===== src/design/sagx_pkg.sv =====
// Shared widths, constants, register codes and types of the stereo auto gain exciter.
// No dependencies; imported by every module of the block.
package sagx_pkg;

    // Field widths
    localparam int SAMPLE_W   = 16;
    localparam int OUT_W      = 19;
    localparam int IGAIN_W    = 11;
    localparam int PROD_W     = SAMPLE_W + IGAIN_W;
    localparam int PEAK_W     = 18;
    localparam int QUIET_W    = 17;
    localparam int ATTACK_W   = 20;
    localparam int BOOST_W    = 16;
    localparam int HOLD_W     = 16;
    localparam int CFG_IDX_W  = 2;
    localparam int CFG_DATA_W = 20;

    // Scaled output is the product shifted right by this many bits
    localparam int OUT_SHIFT = 8;

    // Steps are given with this many fraction bits
    localparam int STEP_FRAC_BITS = 16;

    // Gain limits (integer part)
    localparam logic [IGAIN_W-1:0] MAX_GAIN_INT   = 11'd1536;
    localparam logic [IGAIN_W-1:0] GAIN_RESET_INT = 11'd256;

    // Peak thresholds
    localparam logic [PEAK_W-1:0] SAFE_THRESHOLD = 18'h06000;
    localparam logic [PEAK_W-1:0] COMP_THRESHOLD = 18'h07f00;

    localparam logic [QUIET_W-1:0] QUIET_MAX = '1;

    // Register reset values
    localparam logic [ATTACK_W-1:0] ATTACK_STEP_RESET = 20'd13107;
    localparam logic [BOOST_W-1:0]  BOOST_STEP_RESET  = 16'd743;
    localparam logic [HOLD_W-1:0]   HOLD_COUNT_RESET  = 16'd7350;

    // Register indexes
    typedef enum logic [CFG_IDX_W-1:0] {
        REG_ATTACK_STEP = 2'd0,
        REG_BOOST_STEP  = 2'd1,
        REG_HOLD_COUNT  = 2'd2
    } cfg_reg_t;

    typedef struct packed {
        logic [ATTACK_W-1:0] attack_step;
        logic [BOOST_W-1:0]  boost_step;
        logic [HOLD_W-1:0]   hold_count;
    } cfg_t;

endpackage


===== src/design/sagx_cfg.sv =====
// Configuration register file: attack step, boost step and hold count.
// Depends on sagx_pkg.
module sagx_cfg
    import sagx_pkg::*;
(
    input  logic                  clk,
    input  logic                  rst_n,
    input  logic                  cfg_valid,
    output logic                  cfg_ready,
    input  logic [CFG_IDX_W-1:0]  cfg_index,
    input  logic [CFG_DATA_W-1:0] cfg_data,
    output cfg_t                  cfg
);

    cfg_t cfg_reg;
    cfg_t cfg_next;

    // Writes are always taken
    assign cfg_ready = 1'b1;
    assign cfg         = cfg_reg;

    // Index decode; an unknown index leaves everything as is
    always_comb
    begin
        cfg_next = cfg_reg;
        if (cfg_valid)
        begin
            unique case (cfg_index)
                REG_ATTACK_STEP: cfg_next.attack_step = cfg_data;
                REG_BOOST_STEP:  cfg_next.boost_step  = cfg_data[BOOST_W-1:0];
                REG_HOLD_COUNT:  cfg_next.hold_count  = cfg_data[HOLD_W-1:0];
                default:         cfg_next = cfg_reg;
            endcase
        end
    end

    always_ff @(posedge clk or negedge rst_n)
    begin
        if (!rst_n)
        begin
            cfg_reg.attack_step <= ATTACK_STEP_RESET;
            cfg_reg.boost_step  <= BOOST_STEP_RESET;
            cfg_reg.hold_count  <= HOLD_COUNT_RESET;
        end
        else
        begin
            cfg_reg <= cfg_next;
        end
    end

endmodule


===== src/design/sagx_scale.sv =====
// Sample scaling: both channels times the integer gain, floor shift by 8, and the peak.
// Depends on sagx_pkg.
module sagx_scale
    import sagx_pkg::*;
(
    input  logic signed [SAMPLE_W-1:0] left,
    input  logic signed [SAMPLE_W-1:0] right,
    input  logic        [IGAIN_W-1:0]  igain,
    output logic signed [OUT_W-1:0]    left_scaled,
    output logic signed [OUT_W-1:0]    right_scaled,
    output logic        [PEAK_W-1:0]   peak
);

    logic signed [PROD_W-1:0] left_prod;
    logic signed [PROD_W-1:0] right_prod;
    logic        [OUT_W-1:0]  left_neg;
    logic        [OUT_W-1:0]  right_neg;
    logic        [PEAK_W-1:0] left_mag;
    logic        [PEAK_W-1:0] right_mag;

    // 16x11 signed products; dropping the low bits is a floor shift
    assign left_prod    = left * $signed({1'b0, igain});
    assign right_prod   = right * $signed({1'b0, igain});
    assign left_scaled  = left_prod[PROD_W-1:OUT_SHIFT];
    assign right_scaled = right_prod[PROD_W-1:OUT_SHIFT];

    // Magnitudes fit in 18 bits (largest is 196608)
    assign left_neg  = -left_scaled;
    assign right_neg = -right_scaled;
    assign left_mag  = left_scaled[OUT_W-1] ? left_neg[PEAK_W-1:0]
                                            : left_scaled[PEAK_W-1:0];
    assign right_mag = right_scaled[OUT_W-1] ? right_neg[PEAK_W-1:0]
                                             : right_scaled[PEAK_W-1:0];

    assign peak = (left_mag > right_mag) ? left_mag : right_mag;

endmodule


===== src/design/sagx_gain.sv =====
// Gain state and update rule: attack on loud peaks, boost after a quiet hold.
// Depends on sagx_pkg.
module sagx_gain
    import sagx_pkg::*;
#(
    parameter int GAIN_FRAC_BITS = 16
)
(
    input  logic                clk,
    input  logic                rst_n,
    input  logic                update,
    input  logic [PEAK_W-1:0]   peak,
    input  cfg_t                cfg,
    output logic [IGAIN_W-1:0]  igain
);

    localparam int GAIN_W = IGAIN_W + GAIN_FRAC_BITS;
    localparam int SHL    = (GAIN_FRAC_BITS >= STEP_FRAC_BITS) ?
                            (GAIN_FRAC_BITS - STEP_FRAC_BITS) : 0;
    localparam int SHR    = (GAIN_FRAC_BITS < STEP_FRAC_BITS) ?
                            (STEP_FRAC_BITS - GAIN_FRAC_BITS) : 0;
    localparam int STEP_W = ATTACK_W + SHL;
    localparam int SUM_W  = ((GAIN_W > STEP_W) ? GAIN_W : STEP_W) + 1;

    logic [GAIN_W-1:0]  gain_reg;
    logic [GAIN_W-1:0]  gain_next;
    logic [QUIET_W-1:0] quiet_reg;
    logic [QUIET_W-1:0] quiet_next;

    logic [SUM_W-1:0] gain_wide;
    logic [SUM_W-1:0] attack_wide;
    logic [SUM_W-1:0] boost_wide;
    logic [SUM_W-1:0] gain_max;
    logic [SUM_W-1:0] gain_boosted;

    assign igain = gain_reg[GAIN_W-1:GAIN_FRAC_BITS];

    // Steps brought to the gain's fraction bits
    assign gain_wide   = SUM_W'(gain_reg);
    assign attack_wide = (SUM_W'(cfg.attack_step) << SHL) >> SHR;
    assign boost_wide  = (SUM_W'(cfg.boost_step) << SHL) >> SHR;
    assign gain_max    = SUM_W'(MAX_GAIN_INT) << GAIN_FRAC_BITS;

    // Boost only on a nonzero peak
    assign gain_boosted = gain_wide + ((peak != '0) ? boost_wide : '0);

    // Gain rule
    always_comb
    begin
        gain_next  = gain_reg;
        quiet_next = quiet_reg;
        if (update)
        begin
            if (peak > COMP_THRESHOLD)
            begin
                gain_next = (gain_wide < attack_wide) ? '0
                                                      : GAIN_W'(gain_wide - attack_wide);
            end
            else if (peak < SAFE_THRESHOLD)
            begin
                if (quiet_reg > QUIET_W'(cfg.hold_count))
                begin
                    gain_next = (gain_boosted > gain_max) ? GAIN_W'(gain_max)
                                                          : GAIN_W'(gain_boosted);
                end
                if (quiet_reg != QUIET_MAX)
                begin
                    quiet_next = quiet_reg + 1'b1;
                end
            end
            else
            begin
                quiet_next = '0;
            end
        end
    end

    always_ff @(posedge clk or negedge rst_n)
    begin
        if (!rst_n)
        begin
            gain_reg  <= GAIN_W'(GAIN_RESET_INT) << GAIN_FRAC_BITS;
            quiet_reg <= '0;
        end
        else
        begin
            gain_reg  <= gain_next;
            quiet_reg <= quiet_next;
        end
    end

endmodule


===== src/design/stereo_auto_gain_exciter_unit.sv =====
// Stereo auto gain exciter: input register, scale and gain logic, output register.
// Depends on sagx_pkg, sagx_cfg, sagx_scale and sagx_gain.
//
// Takes one stereo word per clock and returns one scaled word per clock while out_ready
// holds. An accepted word is held in the input register and moves into the output
// register when the output side is free. Throughput is set by the gain loop:
// the registered input is multiplied by the current integer gain, the peak is compared
// against the thresholds and the gain register is updated in that same cycle, so the
// next word sees the new gain with no bubble. A full output register stalls the input
// register; a new word is still accepted as long as either one has room.
module stereo_auto_gain_exciter_unit
    import sagx_pkg::*;
#(
    parameter int GAIN_FRAC_BITS = 16
)
(
    input  logic                       clk,
    input  logic                       rst_n,
    // Configuration
    input  logic                       cfg_valid,
    output logic                       cfg_ready,
    input  logic [CFG_IDX_W-1:0]       cfg_index,
    input  logic [CFG_DATA_W-1:0]      cfg_data,
    // Input words
    input  logic                       in_valid,
    output logic                       in_ready,
    input  logic signed [SAMPLE_W-1:0] left_in,
    input  logic signed [SAMPLE_W-1:0] right_in,
    input  logic                       last_in_block,
    // Result words
    output logic                       out_valid,
    input  logic                       out_ready,
    output logic signed [OUT_W-1:0]    left_out,
    output logic signed [OUT_W-1:0]    right_out,
    output logic                       last_out
);

    cfg_t cfg;

    logic                       s1_valid_reg;
    logic signed [SAMPLE_W-1:0] s1_left_reg;
    logic signed [SAMPLE_W-1:0] s1_right_reg;
    logic                       s1_last_reg;

    logic                       out_valid_reg;
    logic signed [OUT_W-1:0]    left_out_reg;
    logic signed [OUT_W-1:0]    right_out_reg;
    logic                       last_out_reg;

    logic                       advance;
    logic                       fire;
    logic                       in_fire;
    logic [IGAIN_W-1:0]         igain;
    logic signed [OUT_W-1:0]    left_scaled;
    logic signed [OUT_W-1:0]    right_scaled;
    logic [PEAK_W-1:0]          peak;

    // Handshake
    assign advance  = !out_valid_reg || out_ready;
    assign fire     = s1_valid_reg && advance;
    assign in_ready = !s1_valid_reg || advance;
    assign in_fire  = in_valid && in_ready;

    assign out_valid = out_valid_reg;
    assign left_out  = left_out_reg;
    assign right_out = right_out_reg;
    assign last_out  = last_out_reg;

    sagx_cfg u_cfg (
        .clk       (clk),
        .rst_n     (rst_n),
        .cfg_valid (cfg_valid),
        .cfg_ready (cfg_ready),
        .cfg_index (cfg_index),
        .cfg_data  (cfg_data),
        .cfg       (cfg)
    );

    sagx_scale u_scale (
        .left         (s1_left_reg),
        .right        (s1_right_reg),
        .igain        (igain),
        .left_scaled  (left_scaled),
        .right_scaled (right_scaled),
        .peak         (peak)
    );

    sagx_gain #(
        .GAIN_FRAC_BITS (GAIN_FRAC_BITS)
    ) u_gain (
        .clk    (clk),
        .rst_n  (rst_n),
        .update (fire),
        .peak   (peak),
        .cfg    (cfg),
        .igain  (igain)
    );

    // Valid flags
    always_ff @(posedge clk or negedge rst_n)
    begin
        if (!rst_n)
        begin
            s1_valid_reg  <= 1'b0;
            out_valid_reg <= 1'b0;
        end
        else
        begin
            if (in_ready)
            begin
                s1_valid_reg <= in_valid;
            end
            if (advance)
            begin
                out_valid_reg <= s1_valid_reg;
            end
        end
    end

    // Input register payload
    always_ff @(posedge clk)
    begin
        if (in_fire)
        begin
            s1_left_reg  <= left_in;
            s1_right_reg <= right_in;
            s1_last_reg  <= last_in_block;
        end
    end

    // Result register payload
    always_ff @(posedge clk)
    begin
        if (fire)
        begin
            left_out_reg  <= left_scaled;
            right_out_reg <= right_scaled;
            last_out_reg  <= s1_last_reg;
        end
    end

endmodule


===== config.mk =====
export PLATFORM = sky130hd
export DESIGN_NAME = stereo_auto_gain_exciter_unit
export DESIGN_NICKNAME = d
export VERILOG_FILES = /design/src/design/sagx_pkg.sv /design/src/design/sagx_cfg.sv /design/src/design/sagx_scale.sv /design/src/design/sagx_gain.sv /design/src/design/stereo_auto_gain_exciter_unit.sv
export SDC_FILE = /design/constraint.sdc
export NUM_CORES = 1
export LEC_CHECK = 0
export ABC_AREA = 1
export BUFFER_PORTS_ARGS = -buffer_cell sky130_fd_sc_hd__buf_4
export CAP_MARGIN = 20
export CORE_MARGIN = 8
export CORE_UTILIZATION = 26
export CTS_CLUSTER_DIAMETER = 200
export DETAILED_ROUTE_END_ITERATION = 6
export GPL_TIMING_DRIVEN = 0
export MAX_ROUTING_LAYER = met4
export PLACE_DENSITY = 0.38
export SLEW_MARGIN = 40
export SYNTH_ARGS = -nofsm -noshare
export SYNTH_HDL_FRONTEND = slang
export SYNTH_SLANG_ARGS = --single-unit

===== constraint.sdc =====
create_clock -name clk -period 14.2 [get_ports clk]
set_input_delay 2.13 -clock clk [delete_from_list [all_inputs] [get_ports clk]]
set_output_delay 2.13 -clock clk [all_outputs]
set_load 0.01 [all_outputs]

=== After elaboration in Yosys (flattened, before gate mapping) ===
Index checks and enable logic that the tools add are counted.

* Bits of input ports: 60
* Register bits after elaboration: 170
* Logic and storage cells: 57

* Reduce and logical (&&, ||, !) cells: 15
* Magnitude comparators: 6
* $mul: 2
* Muxes and demuxes: 11
* Bitwise operators: 1
* Add/sub/neg operators: 5
* Equality and inequality tests: 4

{| class="wikitable"
|+ Operators by type and width
! kind !! count
|-
| 27-bit 2-to-1 mux || 5
|-
| 16-bit by 12-bit multiplier with 27-bit output || 2
|-
| 18-bit 2-to-1 mux || 3
|-
| 18-bit negation || 2
|-
| 17-bit 2-to-1 mux || 2
|-
| 27-bit by 28-bit adder with 28-bit output || 1
|-
| 28-bit by 27-bit > comparator with 1-bit output (second input constant) || 1
|-
| 27-bit by 20-bit less-than comparator with 1-bit output || 1
|-
| 27-bit by 20-bit subtractor with 27-bit output || 1
|-
| 18-bit by 15-bit > comparator with 1-bit output (second input constant) || 1
|-
| 18-bit > comparator || 1
|-
| 18-bit by 15-bit less-than comparator with 1-bit output (second input constant) || 1
|-
| 18-bit nonzero test || 1
|-
| 17-bit by 1-bit adder with 17-bit output (second input constant) || 1
|-
| 17-bit by 16-bit > comparator with 1-bit output || 1
|-
| 17-bit != test (second input constant) || 1
|-
| 16-bit 2-to-1 mux || 1
|-
| 2-bit AND reduction || 3
|-
| 3-bit AND reduction || 2
|-
| 2-bit nonzero test || 2
|-
| 2-bit by 1-bit equality test with 1-bit output (second input constant) || 1
|-
| 2-bit equality test (second input constant) || 1
|-
| 1-bit logical AND || 2
|-
| 1-bit zero test || 2
|-
| 4 further kinds || 5
|}

=== Longest topological paths before layout ===
* Depth after elaboration: 13
* Mapped depth: 72
* Depth with buffers taken out: 70

=== By module ===
From an unflattened synthesis, not the netlist that was laid out.

* Cells, all modules: 3,674
* Area, all modules: 26,425.3 µm²

{| class="wikitable"
|+ Modules (own cells, without submodules)
! module !! sequential area each (µm²) !! area each (µm²) !! times used !! cells each
|-
| sagx_scale || 0.0 || 15,577.4 || 1 || 2,239
|-
| sagx_gain || 1,102.3 || 6,353.6 || 1 || 1,117
|-
| stereo_auto_gain_exciter_unit || 2,212.1 || 2,257.2 || 1 || 84
|-
| sagx_cfg || 1,330.0 || 2,237.1 || 1 || 234
|}

=== Least setup slack after synthesis ===
No wires, ideal clock.

* Path type: register to register
* Start point: register u_gain.gain_reg[24]
* End point: register u_gain.gain_reg[20]
* Cell stages (with the launch flop): 65
* Arrival time: 10.308 ns
* Data required time: 14.135 ns
* Setup slack: 3.826 ns
* Buffers on the path: 5
* Path through: dfstp_2 clkbuf_1 buf_1 nand2_1 fa_1 fa_1 fa_1 inv_1 fa_1 inv_1 fa_1 inv_1 ha_1 nand2_1 inv_1 a21oi_2 nor2_1 nor2_2 (+29 left out) fa_1 nand3_1 nand2_1 a21oi_1 o21ai_0 a21boi_0 o21ai_0 xor2_1 nor2_1 nand2_1 nor3_1 nand3_1 clkbuf_1 a21boi_0 nand3_1 nand2_1 nand2_2 nand2_1

* Cells in the longest elaborated chain, start to end: 13
* Elaborated cells between the ends (all ways): 23

{| class="wikitable"
|+ RTL lines
! item !! RTL line !! text
|-
| start, declared || sagx_gain.sv:25 || <nowiki>logic [GAIN_W-1:0] gain_reg;</nowiki>
|-
| start signal, assigned || sagx_gain.sv:82 || <nowiki>gain_reg <= GAIN_W'(GAIN_RESET_INT) << GAIN_FRAC_BITS;</nowiki>
|-
| start signal, assigned || sagx_gain.sv:87 || <nowiki>gain_reg <= gain_next;</nowiki>
|-
| 16-bit by 12-bit multiplier with 27-bit output * || sagx_scale.sv:23 || <nowiki>assign right_prod = right * $signed({1'b0, igain});</nowiki>
|-
| via right_scaled[11] || stereo_auto_gain_exciter_unit.sv:55 || <nowiki>logic signed [OUT_W-1:0] right_scaled;</nowiki>
|-
| 18-bit negation || sagx_scale.sv:29 || <nowiki>assign right_neg = -right_scaled;</nowiki>
|-
| 18-bit 2-to-1 mux * || sagx_scale.sv:32 || <nowiki>assign right_mag = right_scaled[OUT_W-1] ? right_neg[PEAK_W-1:0]</nowiki>
|-
| 18-bit > comparator || sagx_scale.sv:35 || <nowiki>assign peak = (left_mag > right_mag) ? left_mag : right_mag;</nowiki>
|-
| 18-bit 2-to-1 mux * || sagx_scale.sv:35 ||
|-
| 18-bit nonzero test || sagx_gain.sv:45 || <nowiki>assign gain_boosted = gain_wide + ((peak != '0) ? boost_wide : '0);</nowiki>
|-
| 16-bit 2-to-1 mux || sagx_gain.sv:45 ||
|-
| 27-bit by 28-bit adder with 28-bit output || sagx_gain.sv:45 ||
|-
| 28-bit by 27-bit > comparator with 1-bit output || sagx_gain.sv:63 || <nowiki>gain_next = (gain_boosted > gain_max) ? GAIN_W'(gain_max)</nowiki>
|-
| 27-bit 2-to-1 mux || sagx_gain.sv:63 ||
|-
| 27-bit 2-to-1 mux || sagx_gain.sv:61 || <nowiki>if (quiet_reg > QUIET_W'(cfg.hold_count))</nowiki>
|-
| 27-bit 2-to-1 mux || sagx_gain.sv:59 || <nowiki>else if (peak < SAFE_THRESHOLD)</nowiki>
|-
| 27-bit 2-to-1 mux || sagx_gain.sv:54 || <nowiki>if (peak > COMP_THRESHOLD)</nowiki>
|}

The timed path passes the listed nets; every way through them passes the cells marked *. The select of a mux whose other input is x is not followed.
A chain may end at the register's enable or synchronous reset.

=== Final worst setup path ===
* Start point: register u_gain.gain_reg[24]
* End point: register u_gain.gain_reg[16]

Same word-level chain as after synthesis.

==> results.json <==
{
  "num_vias": 21237,
  "worstSetupStartpoint": "u_gain.gain_reg[24]",
  "rrSetupSlack_ns": 1.24,
  "critical_path.startpoint_type": "flop",
  "clock_latency_ns": 0.51,
  "fp.dieArea_um2": 109000,
  "crit_required_ns": 14.66,
  "cts_tree": "yes",
  "fmax_mhz": 77.16,
  "p_leak_nw": 15.99,
  "ant_nets": 0,
  "largest_reg_flops": 52,
  "max_stage_delay_ns": 0.58,
  "numCtsBuffers": 17,
  "vias_per_cell": 4.317,
  "switchingPower_uw": 451.7,
  "synth_flop_cell": "dfrtp_1",
  "slew_viol_final": 0,
  "worst_slew_pin_slew_ns": 0.8850,
  "cts_buffer_depth": 2,
  "place_area_um2": 28190,
  "timing_worst_setup_path_type": "flop to flop",
  "irDropWorstVdd_mv": 0.1000,
  "grt_pass1_vias": 22316,
  "power_frac_seq": 0.446,
  "h-tree-depth": 4,
  "fin_crit_sh": 0.9127,
  "ys_types": 55,
  "synth-edff-count": 72,
  "r2r_start": "u_gain.gain_reg[24]",
  "syn_area_um2": 25660,
  "p_int_uw": 903.8,
  "critPathArrivalTime_ns": 13.42,
  "powerDensity_nw_per_um2": 47.07,
  "fin_skew_ns": 0.02386,
  "nFillCells": 10947,
  "combinationalPowerShare": 0.172,
  "whs_ns": 0.4423,
  "report.final.hold_viol_count": 0,
  "synth_seq_area_share": 0.1810,
  "grt_overflow": 0,
  "setup-violations-final": 0,
  "synthTopCellsByArea": "fa_1 (25%), nand2_1 (14%), inv_1 (12%)",
  "multiInputGateArea_um2": 17320,
  "critPathSlowestCell": "dfstp_2",
  "switching_share": 0.3332,
  "io_pins": 102,
  "synthArstFlopShare": 0.5765,
  "synth_cells": 3495,
  "clkTransAtPathRegs_ns": 0.10,
  "postCtsSetupBuffers": 0,
  "cts_root_buffer": "clkbuf_16",
  "slew_headroom": 0.4100,
  "synth_top_area_share": 0.2465,
  "path_depth": 66,
  "initialDrtViolationCount": 1057,
  "cap_violations": 0,
  "grt_pass1_wl_mm": 134.8,
  "cp_num_buf_inv": 11,
  "worstPathMaxFanout": 10,
  "die_w_um": 330.2,
  "grt_use_total": 0.1675,
  "gp_congestion": 0.8325,
  "num_rows": 115,
  "core-area_um2": 98130,
  "period_needed_ns": 12.96,
  "diodes": 0,
  "fin_nets": 4179,
  "wl_per_cell_um": 17.53,
  "hp-class": "flop to flop",
  "yosys.area.top_type": "fa_1",
  "portBuffers": 100,
  "initial_core_util": 0.2615,
  "critPathCaptureType": "flop",
  "worstRegToRegCells": 66,
  "placedCellCount": 4888,
  "antenna_found_initial": 2,
  "grt_max_degree": 54,
  "area_growth_pct": 12.23,
  "cpMostUsedCell": "nand2_1",
  "die_h_um": 330.2,
  "whs_path_depth": 0,
  "design_area_um2": 28800,
  "first_pass_iters": 5,
  "clkPwrFrac": 0.382,
  "syn_nets": 4055,
  "place_hpwl_mm": 71.34,
  "fin_cells": 4919,
  "clock_sinks": 170,
  "rsz0062_at_grt": "false",
  "wirelength_mm": 86.21,
  "min_from": "s1_last_reg",
  "post_route_cells_drive_above_1_share": 0.08921,
  "drc": 0,
  "synth_seq_cells": 170,
  "seq_area_um2": 4644,
  "synth.avg_cell_area_um2": 7.342,
  "crit_family": "simple AND/OR/NAND/NOR gates",
  "synth_warnings": 0,
  "final_util": 0.2935,
  "tns_ns": 0,
  "cts_hold_buf": 0,
  "status": "finished clean"
}
==> per-stage QoR <==
stage               worst slack, ns  total power, mW
CTS                          0.6050            1.392
global placement             0.3349           0.8479
detailed placement           0.6634           0.8532
global route                 0.1147            1.437
floorplan                     3.826           0.7391
finish                        1.239            1.356
==> logic make-up after synthesis <==
kind of cell	share of synthesized area
AOI/OAI and AO/OA	0.05827
other	0.0001461
buffers and inverters	0.1443
DFF	0.1810
and+or+nand+nor	0.2490
xor gates and xnor gates	0.03101
adders and majority gates	0.3363
==> cell usage after synthesis, types with 7 or more instances <==
| cell | number |
|---|---|
| buf_4 | 12 |
| nand2_1 | 987 |
| buf_2 | 9 |
| dfstp_2 | 24 |
| nand3_1 | 165 |
| nand3b_1 | 14 |
| nand3_2 | 7 |
| nor3_1 | 22 |
| edfxtp_1 | 72 |
| nor4_1 | 8 |
| nand2_2 | 55 |
| inv_1 | 822 |
| dfrtp_1 | 74 |
| xor2_1 | 52 |
| nand4_1 | 23 |
| ha_1 | 184 |
| nor2_1 | 201 |
| xnor2_1 | 37 |
| buf_1 | 20 |
| inv_2 | 8 |
| a21boi_0 | 14 |
| o21ai_0 | 114 |
| clkbuf_1 | 68 |
| a21oi_1 | 107 |
| nor2_2 | 7 |
| fa_1 | 316 |
==> final cells by class <==
type / instances / share of cell area
buffer: 116 / 0.02103
timing repair buffer: 106 / 0.03050
tap: 1287 / 0.05591
sequential: 170 / 0.1613
multi-input combinational: 2376 / 0.6015
clock buffer: 19 / 0.01577
clock inverter: 13 / 0.005214
inverter: 832 / 0.1088
==> cell usage in the layout (no fill, tap or decap), drive strengths merged <==
cell type,instances
o2111ai,1
xnor2,37
edfxtp,72
o21bai,7
ha,184
nand3b,14
nor2,214
clkinvlp,1
nor3,25
a21boi,14
nand4,23
o22ai,1
a221oi,1
nor3b,2
inv,838
or2,2
buf,149
clkinv,6
o21a,3
and2,2
xor2,53
a21o,5
a211oi,2
a41oi,2
a21oi,110
o21ai,121
dfstp,24
dfrtp,74
o211ai,3
nand3,173
conb,1
nor4,9
and3,2
fa,316
a31oi,2
nand2,1047
clkbuf,92
==> path summary, 6_finish.rpt <==
kind | endpoint
worst max register to register | u_gain.gain_reg[16]
min in group asynchronous | out_valid
worst min-delay path | last_out
worst max-delay path | u_gain.gain_reg[16]
max in group asynchronous | u_cfg.cfg[44]
worst min register to register | last_out
==> worst reg2reg max path: cells and delay by family, from the launching register on <==
family | cells | cell delay (ns)
AND/OR/NAND/NOR | 36 | 4.24
flip-flops | 1 | 0.58
adder cells (fa/ha/maj) | 9 | 3.84
AO/OA/AOI/OAI | 9 | 2.05
buffers and inverters | 11 | 2.03
XOR/XNOR | 1 | 0.18
==> power groups by stage <==
| stage | registers [mW] | clock network [mW] | logic [mW] |
|---|---|---|---|
| 2_1_floorplan | 0.607 | 0 | 0.132 |
| 5_1_grt | 0.612 | 0.558 | 0.267 |
| 3_5_place_dp | 0.616 | 0 | 0.238 |
| 3_3_place_gp | 0.619 | 0 | 0.229 |
| 4_1_cts | 0.606 | 0.547 | 0.239 |
| 6_report | 0.605 | 0.518 | 0.233 |
==> layer usage <==
layer / vias to the layer above / global-route usage / share of wire
met5: - / - / 0
met4: 0 / 0.05055 / 0.029
met3: 78 / 0.01705 / 0.025
met2: 287 / 0.2588 / 0.44
met1: 10170 / 0.2313 / 0.51
li1: 10702 / - / -
==> what timing repair did <==
action | 4_1_cts | 5_1_grt
setup endpoints to repair | 0 | 27
resized for setup | 0 | 13
hold endpoints to repair | 0 | 0
Power figures use the tool's default switching activity.
